==> src/hw/rtl/btk_pkg.sv <==
// Package: constants, types and command codes for the bounded top-k heap.
`default_nettype none
package btk_pkg;
    localparam int DEPTH_DEF    = 64;
    localparam int KEY_BITS_DEF = 32;
    localparam int TAG_BITS_DEF = 32;
    localparam int CMD_W   = 2;
    localparam int SLOT_W  = 6;
    localparam int CNT_W   = 7;
    localparam int CFG_IDX_W = 1;
    localparam int CFG_DAT_W = 7;

    typedef enum logic [CMD_W-1:0] {
        CMD_OFFER = 2'd0,
        CMD_READ  = 2'd1,
        CMD_CLEAR = 2'd2,
        CMD_NOP   = 2'd3
    } cmd_t;

    localparam logic [CFG_IDX_W-1:0] REG_KEEP_MODE = 1'b0;
    localparam logic [CFG_IDX_W-1:0] REG_CAPACITY  = 1'b1;
endpackage
`default_nettype wire

==> src/hw/rtl/btk_ram.sv <==
// Generic single-port synchronous RAM with registered read.
`default_nettype none
module btk_ram #(
    parameter int WIDTH = 32,
    parameter int DEPTH = 64
) (
    input  wire logic                     aclk,
    input  wire logic                     we,
    input  wire logic [$clog2(DEPTH)-1:0] addr,
    input  wire logic [WIDTH-1:0]         wdata,
    output logic      [WIDTH-1:0]         rdata
);
    logic [WIDTH-1:0] mem [DEPTH];

    always_ff @(posedge aclk) begin
        if (we) begin
            mem[addr] <= wdata;
        end
        rdata <= mem[addr];
    end
endmodule
`default_nettype wire

==> src/hw/rtl/bounded_top_k_heap.sv <==
// Top level: bounded binary heap keeping the best K keyed items of a stream.
// Steps: read, clear and no-op pass through the read, compare and done states; an offer
// below capacity reads and compares the parent per level moved up, then writes the item;
// an offer at capacity compares with the root, then reads both children and picks per level.
// Transfers are taken only in idle, reached once the result is loaded; a waiting result
// holds only the final step. Reset clears count and mode, sets capacity to DEPTH (max 64).
`default_nettype none
module bounded_top_k_heap #(
    parameter int DEPTH    = btk_pkg::DEPTH_DEF,
    parameter int KEY_BITS = btk_pkg::KEY_BITS_DEF,
    parameter int TAG_BITS = btk_pkg::TAG_BITS_DEF
) (
    input  wire logic aclk,
    input  wire logic aresetn,
    input  wire logic cfg_we,
    input  wire logic [btk_pkg::CFG_IDX_W-1:0] cfg_index,
    input  wire logic [btk_pkg::CFG_DAT_W-1:0] cfg_data,
    input  wire logic s_tvalid,
    output logic      s_tready,
    // cmd[1:0], key, tag, slot[5:0], zero fill to whole bytes
    input  wire logic [((2+KEY_BITS+TAG_BITS+6+7)/8)*8-1:0] s_tdata,
    output logic      m_tvalid,
    input  wire logic m_tready,
    // accepted, count[6:0], slot_valid, out_key, out_tag, zero fill
    output logic [((9+KEY_BITS+TAG_BITS+7)/8)*8-1:0] m_tdata
);
    import btk_pkg::*;

    localparam int AW = $clog2(DEPTH);
    localparam int OW = 9 + KEY_BITS + TAG_BITS;
    localparam int SOW = ((OW + 7) / 8) * 8;
    localparam int DW = KEY_BITS + TAG_BITS;
    localparam int CW = AW + 1;

    typedef enum logic [6:0] {
        S_IDLE  = 7'b0000001,
        S_RD    = 7'b0000010,
        S_CMP   = 7'b0000100,
        S_LRD   = 7'b0001000,
        S_RRD   = 7'b0010000,
        S_PICK  = 7'b0100000,
        S_DONE  = 7'b1000000
    } state_t;

    state_t state_reg, state_next;
    logic          mode_reg;
    logic [6:0]    cap_reg;
    logic [CW-1:0] cnt_reg, cnt_next;
    cmd_t          cmd_reg;
    logic [5:0]    slot_reg;
    logic [DW-1:0] item_reg;         // travelling item {key, tag}
    logic [AW-1:0] pos_reg, pos_next;
    logic [DW-1:0] left_reg;
    logic          up_reg;           // 1 sift up, 0 sift down
    logic          acc_reg;
    logic          root_reg;         // first read of replace path
    logic          out_v_reg;
    logic [OW-1:0] out_reg;

    logic          we;
    logic [AW-1:0] addr;
    logic [DW-1:0] wdata, rdata;

    btk_ram #(.WIDTH(DW), .DEPTH(DEPTH)) u_ram (
        .aclk(aclk), .we(we), .addr(addr), .wdata(wdata), .rdata(rdata)
    );

    function automatic logic before_f(input logic m, input logic [KEY_BITS-1:0] a,
                                      input logic [KEY_BITS-1:0] b);
        logic signed [KEY_BITS-1:0] x, y;
        x = a; y = b;
        return m ? (x > y) : (x < y);
    endfunction

    logic [CW-1:0] cap_eff;
    always_comb begin
        if (cap_reg == 7'd0) cap_eff = CW'(1);
        else if (32'(cap_reg) > DEPTH) cap_eff = CW'(DEPTH);
        else cap_eff = CW'(cap_reg);
    end

    wire in_acc = s_tvalid && s_tready;
    cmd_t in_cmd;
    assign in_cmd = cmd_t'(s_tdata[1:0]);
    wire below_cap = cnt_reg < cap_eff;
    assign s_tready = (state_reg == S_IDLE);
    assign m_tvalid = out_v_reg;
    assign m_tdata  = SOW'(out_reg);

    wire [KEY_BITS-1:0] ikey = item_reg[DW-1:TAG_BITS];
    wire [KEY_BITS-1:0] rkey = rdata[DW-1:TAG_BITS];
    wire [KEY_BITS-1:0] lkey = left_reg[DW-1:TAG_BITS];
    wire [AW:0] lidx = {pos_reg, 1'b1};
    wire [AW:0] ridx = {pos_reg, 1'b0} + (AW+1)'(2);
    wire l_in = (CW+1)'(lidx) < (CW+1)'(cnt_reg);
    wire r_in = (CW+1)'(ridx) < (CW+1)'(cnt_reg);
    wire [AW-1:0] parent = AW'((pos_reg - AW'(1)) >> 1);
    wire root_hit = (state_reg == S_CMP) && cmd_reg == CMD_OFFER && !up_reg && root_reg &&
                    before_f(mode_reg, rkey, ikey);
    wire out_load = (state_reg == S_DONE) && (!out_v_reg || m_tready);

    always_comb begin
        state_next = state_reg;
        cnt_next = cnt_reg;
        pos_next = pos_reg;
        we = 1'b0;
        addr = (cmd_reg == CMD_READ) ? AW'(slot_reg) : pos_reg;
        wdata = item_reg;
        case (state_reg)
            S_IDLE: begin
                if (in_acc) begin
                    state_next = S_RD;
                    if (in_cmd == CMD_OFFER && below_cap) begin
                        pos_next = AW'(cnt_reg);
                        cnt_next = cnt_reg + CW'(1);
                    end else begin
                        pos_next = '0;
                    end
                    if (in_cmd == CMD_CLEAR) cnt_next = '0;
                end
            end
            S_RD: begin
                // issue read of slot, parent, or root
                case (cmd_reg)
                    CMD_READ:  addr = AW'(slot_reg);
                    CMD_OFFER: addr = up_reg ? parent : AW'(0);
                    default:   addr = pos_reg;
                endcase
                if (cmd_reg == CMD_OFFER && up_reg && pos_reg == AW'(0)) begin
                    we = 1'b1;
                    addr = pos_reg;
                    state_next = S_DONE;
                end else begin
                    state_next = S_CMP;
                end
            end
            S_CMP: begin
                state_next = S_DONE;
                if (cmd_reg == CMD_OFFER) begin
                    if (up_reg) begin
                        if (before_f(mode_reg, ikey, rkey)) begin
                            we = 1'b1; addr = pos_reg; wdata = rdata;
                            pos_next = parent;
                            state_next = S_RD;
                        end else begin
                            we = 1'b1;
                        end
                    end else if (root_reg) begin
                        if (!before_f(mode_reg, rkey, ikey)) state_next = S_DONE;
                        else begin
                            state_next = l_in ? S_LRD : S_DONE;
                            if (!l_in) begin we = 1'b1; addr = AW'(0); end
                        end
                    end else begin
                        // new position reached; read its children or finish
                        if (l_in) state_next = S_LRD;
                        else we = 1'b1;
                    end
                end
            end
            S_LRD: begin
                addr = AW'(lidx);
                state_next = S_RRD;
            end
            S_RRD: begin
                addr = AW'(ridx);
                state_next = S_PICK;
            end
            S_PICK: begin
                state_next = S_DONE;
                begin : pick
                    logic [DW-1:0] bst;
                    logic          moved, rbest;
                    bst = item_reg; moved = 1'b0; rbest = 1'b0;
                    if (before_f(mode_reg, lkey, ikey)) begin bst = left_reg; moved = 1'b1; end
                    if (r_in && before_f(mode_reg, rkey, bst[DW-1:TAG_BITS])) begin
                        bst = rdata; moved = 1'b1; rbest = 1'b1;
                    end
                    we = 1'b1;
                    addr = pos_reg;
                    wdata = moved ? bst : item_reg;
                    if (moved) begin
                        pos_next = rbest ? AW'(ridx) : AW'(lidx);
                        state_next = S_CMP;
                    end
                end
            end
            S_DONE: state_next = out_load ? S_IDLE : S_DONE;
            default: state_next = S_IDLE;
        endcase
    end

    always_ff @(posedge aclk) begin
        if (!aresetn) begin
            state_reg <= S_IDLE;
            mode_reg  <= 1'b0;
            cap_reg   <= 7'(DEPTH > 64 ? 64 : DEPTH);
            cnt_reg   <= '0;
            out_v_reg <= 1'b0;
        end else begin
            if (cfg_we) begin
                if (cfg_index == REG_KEEP_MODE) mode_reg <= cfg_data[0];
                else cap_reg <= cfg_data;
            end
            state_reg <= state_next;
            cnt_reg <= cnt_next;
            pos_reg <= pos_next;
            if (in_acc) begin
                cmd_reg  <= in_cmd;
                item_reg <= {s_tdata[2 +: KEY_BITS], s_tdata[2+KEY_BITS +: TAG_BITS]};
                slot_reg <= s_tdata[2+DW +: 6];
                up_reg   <= (in_cmd == CMD_OFFER) && below_cap;
                acc_reg  <= (in_cmd == CMD_OFFER) && below_cap;
                root_reg <= 1'b1;
            end
            if (root_hit) begin
                acc_reg <= 1'b1;
                root_reg <= 1'b0;
            end
            if (state_reg == S_RRD) left_reg <= rdata;
            if (out_load) begin
                out_v_reg <= 1'b1;
                out_reg <= {(cmd_reg == CMD_READ && (CW+1)'(slot_reg) < (CW+1)'(cnt_reg)) ?
                                rdata[TAG_BITS-1:0] : TAG_BITS'(0),
                            (cmd_reg == CMD_READ && (CW+1)'(slot_reg) < (CW+1)'(cnt_reg)) ?
                                rdata[DW-1:TAG_BITS] : KEY_BITS'(0),
                            cmd_reg == CMD_READ && (CW+1)'(slot_reg) < (CW+1)'(cnt_reg),
                            7'(cnt_reg), acc_reg};
            end else if (m_tready) begin
                out_v_reg <= 1'b0;
            end
        end
    end

`ifndef SYNTHESIS
    a_ready_idle: assert property (@(posedge aclk) disable iff (!aresetn)
        s_tready |-> state_reg == S_IDLE) else $error("ready outside idle");
    a_cnt_cap: assert property (@(posedge aclk) disable iff (!aresetn)
        cnt_reg <= CW'(DEPTH)) else $error("count above depth");
    a_done_out: assert property (@(posedge aclk) disable iff (!aresetn)
        state_reg == S_DONE |=> m_tvalid) else $error("result lost");
`endif
endmodule
`default_nettype wire
==> config.mk <==
export PLATFORM = sky130hd
export DESIGN_NAME = bounded_top_k_heap
export DESIGN_NICKNAME = d
export VERILOG_FILES = /design/src/hw/rtl/btk_pkg.sv /design/src/hw/rtl/btk_ram.sv /design/src/hw/rtl/bounded_top_k_heap.sv
export SDC_FILE = /design/constraint.sdc
export NUM_CORES = 2
export LEC_CHECK = 0
export BUFFER_PORTS_ARGS = -buffer_cell sky130_fd_sc_hd__buf_2
export CELL_PAD_IN_SITES_DETAIL_PLACEMENT = 0
export CELL_PAD_IN_SITES_GLOBAL_PLACEMENT = 2
export CORE_ASPECT_RATIO = 1.5
export CORE_MARGIN = 5
export CORE_UTILIZATION = 30
export DETAILED_ROUTE_END_ITERATION = 8
export PLACE_DENSITY_LB_ADDON = 0.05
export SYNTH_ARGS = -nofsm -noshare
export SYNTH_HDL_FRONTEND = slang
export SYNTH_SLANG_ARGS = --single-unit
==> constraint.sdc <==
create_clock -name aclk -period 23.1 [get_ports aclk]
set_clock_uncertainty 0.1 [all_clocks]
set_input_delay 1.155 -clock aclk [delete_from_list [all_inputs] [get_ports aclk]]
set_output_delay 1.155 -clock aclk [all_outputs]
set_load 0.01 [all_outputs]
==> results.toml <==
[final_layout]
nFillCells = 56282
syn_to_final_growth_pct = 15.0
largest_reg_flops = 4096
final_nets = 13515
drive_gt1_share_pct = 10.2

[setup_path]
critPathLaunchType = "flop"
worstPathArrival_ns = 11.00
cp-end-kind = "flop"
worstPathMaxFanout = 64
timing_worst_setup_path_type = "reg -> reg"
cp_common_cell = "buf_4"
crit_path_top_delay_cell = "buf_4"
cp.required_ns = 23.74
critPathMaxStageDelay_ns = 0.78

[place]
gp_congestion = 0.803
hpwl_um = 395000
preCtsSetupSlack_ns = 12.85
port_buffers = 159

[cts]
cts.path.max_buffers = 4
cts-resized-gates = 0
clk_latency_ns = 1.07
hold_buffers = 0
cts_inserted_buffers = 462
clock_sinks = 4401
cts_tree = "built"
cts_root_buf = "clkbuf_16"
clk_pin_slew_ns = 0.06
cts_setup_buffers = 0
h-tree-depth = 5

[detailed_routing]
drt_iter0_drc = 11264
final_antenna_net_count = 0
wl_met3_um = 34500
wl_per_cell_um = 35.5
drc_errors = 0
via_per_inst = 5.31
totalWireLength_um = 761000
met2_wirelength_um = 387000
dr.pass1.iters = 6
routed.top_layer = "met5"
dr_total_vias = 113933
wl_met1_um = 319000

[sta]
timing.hold.ws_ns = 0.167
max_freq_ghz = 0.0965
rsz0062_at_grt = "false"
finalSetupViolations = 0
worstMarginPinSlew_ns = 1.43
final.min_clock_period_ns = 10.36
maxSlewViolCount = 0
relSlewSlack_pct = 4.95
final-hold-violation-count = 0
fin_crit_sh_pct = 44.9
tns_ns = 0
worst_slack_ns = 12.74

[synthesis]
synth_edf_count = 4314
ys_async_sr_fraction_pct = 0
syn_inst = 13112
ys_ff_latch = 4401
netlist_area_um2 = 174000
synth.avg_cell_area_um2 = 13.3
ys_seq_area_share_pct = 75.3
synth.distinct_cells = 81
dominantRegCellSynth = "edfxtp_1"
synth_warnings = 0

[power]
p_leak_nw = 68.4
power_switching_w = 0.00482
p_seq_share_pct = 48.5
p_int_w = 0.0136
p_per_area_nw_per_um2 = 91.6
clkPwrFrac_pct = 40.7
pwr-share-comb_pct = 10.8
vdd_drop_max_uv = 62.1
switching_share_pct = 26.2

[grt]
grt_pass1_wl_um = 1020000
grt_pass1_vias = 109899
grt_start_max_net_pins = 173
antenna_found_initial = 62
grt_usage_pct = 24.7
grt.overflow.total = 0

[flow_run]
max-cap-violations = 0

[floorplanning]
initial_core_util_pct = 30.0
die_area_um2 = 597000
core_area_um2 = 581000
num_io_pins = 167
die_y_um = 944
rows = 343
fp.dieW_um = 633

[run_status]
status = "finished clean"

[min_path]
hold_path_class = "in -> reg"
cells in the mapped netlist (51+ instances only):
| cell | n | area (µm²) |
|---|---|---|
| a211oi_1 | 60 | 450 |
| a21o_1 | 60 | 450 |
| a21oi_1 | 294 | 1470 |
| a221oi_1 | 169 | 1480 |
| and2_1 | 73 | 457 |
| and3_1 | 68 | 425 |
| buf_2 | 308 | 1540 |
| clkbuf_1 | 448 | 1680 |
| dfxtp_1 | 87 | 1740 |
| edfxtp_1 | 4314 | 130000 |
| ha_1 | 123 | 1540 |
| inv_1 | 51 | 191 |
| mux2i_1 | 231 | 2310 |
| nand2_1 | 3561 | 13400 |
| nand3_1 | 2329 | 11700 |
| nand4_1 | 222 | 1390 |
| nor2_1 | 152 | 571 |
| o21ai_0 | 60 | 300 |
| or4_1 | 116 | 871 |
final timing paths:
path,startpoint,endpoint,slack (ns),cells past startpoint
setup / recovery,item_reg[49]$_DFFE_PP_,u_ram.mem[43][29]$_DFFE_PP_,12.74,34
hold / removal,s_tdata[63],item_reg[29]$_DFFE_PP_,0.17,1
setup reg to reg,item_reg[49]$_DFFE_PP_,u_ram.mem[43][29]$_DFFE_PP_,12.74,34
hold reg to reg,acc_reg$_SDFFCE_PP1P_,out_reg[0]$_DFFE_PP_,0.36,0
layer usage:
layer	up-vias	GRT usage, %
li1	48751	-
met1	60807	32.5
met2	3523	43.8
met3	844	2.47
met4	8	6.18
met5	-	0
stage by stage:
step           utilization, %  total power (W)  cell area (µm²)  instances
3_3_place_gp             32.0           0.0111           186000      20605
4_1_cts                  34.5           0.0186           201000      21452
3_5_place_dp             32.0           0.0111           186000      20605
5_1_grt                  34.5           0.0190           201000      21456
6_report                 34.6           0.0184           201000      21475
2_1_floorplan               -           0.0103           174000      13118
power by group through the flow:
stage	clock, W	sequential [W]	combinational (W)
after floorplan	0	0.00902	0.00128
after global placement	0	0.00908	0.00202
after detailed placement	0	0.00908	0.00202
after CTS	0.00768	0.00891	0.00202
after global routing	0.00797	0.00890	0.00217
final	0.00749	0.00891	0.00199
area by class of cell:
cell class                 count  area [µm²]  share of cell area [%]
multi-input combinational   7836       40400                    20.1
tap                         7762        9710                    4.84
timing repair buffer         554        4210                    2.10
inverter                      52         195                  0.0973
sequential                  4401      131000                    65.4
clock inverter               248        2290                    1.14
antenna                       23        57.6                  0.0287
clock buffer                 599       12500                    6.24
cell usage in the layout, fill, tap and decap left out, types with 17 or more instances in the layout:
| cell | Yosys | final |
|---|---|---|
| clkinv_2 | 0 | 87 |
| nor2_1 | 152 | 80 |
| and3_1 | 68 | 66 |
| a22oi_1 | 31 | 31 |
| bufinv_16 | 0 | 38 |
| a21oi_1 | 294 | 294 |
| clkbuf_8 | 0 | 34 |
| or4_1 | 116 | 116 |
| mux2i_1 | 231 | 231 |
| a21o_1 | 60 | 40 |
| nand3_1 | 2329 | 2329 |
| nor2_4 | 0 | 72 |
| a22o_1 | 34 | 34 |
| clkbuf_1 | 448 | 98 |
| buf_2 | 308 | 159 |
| nand2_1 | 3561 | 3560 |
| inv_1 | 51 | 51 |
| o21a_1 | 17 | 17 |
| a211oi_1 | 60 | 60 |
| nand4_1 | 222 | 222 |
| dfxtp_1 | 87 | 87 |
| buf_4 | 24 | 359 |
| and2_1 | 73 | 71 |
| clkinv_1 | 1 | 87 |
| a221oi_1 | 169 | 169 |
| a21o_2 | 0 | 20 |
| o21ai_0 | 60 | 27 |
| ha_1 | 123 | 123 |
| nor3_1 | 18 | 17 |
| a21oi_2 | 20 | 20 |
| edfxtp_1 | 4314 | 4314 |
| o21ai_4 | 0 | 32 |
| clkbuf_16 | 0 | 467 |
| diode_2 | 0 | 23 |
| buf_12 | 0 | 36 |
cells by family (layout without fill, tap and decap cells):
family | Yosys count | after routing | synth area share (%)
simple gates | 6616 | 6616 | 16.8
flops | 4401 | 4401 | 75.3
buf+inv | 881 | 1453 | 2.23
compound gates | 835 | 835 | 3.34
mux | 236 | 236 | 1.36
fa+ha+maj | 123 | 123 | 0.882
xor+xnor | 19 | 19 | 0.0954
other cells | 1 | 30 | 0.00215
worst max-delay path, delay by kind of cell, from the launching register on:
kind | cells | cell delay [ns]
simple gates | 8 | 2.00
buf+inv | 6 | 3.08
compound gates | 17 | 2.97
flops | 1 | 0.41
mux | 1 | 0.50
fa+ha+maj | 2 | 0.59
Power figures use the tool's default switching activity.
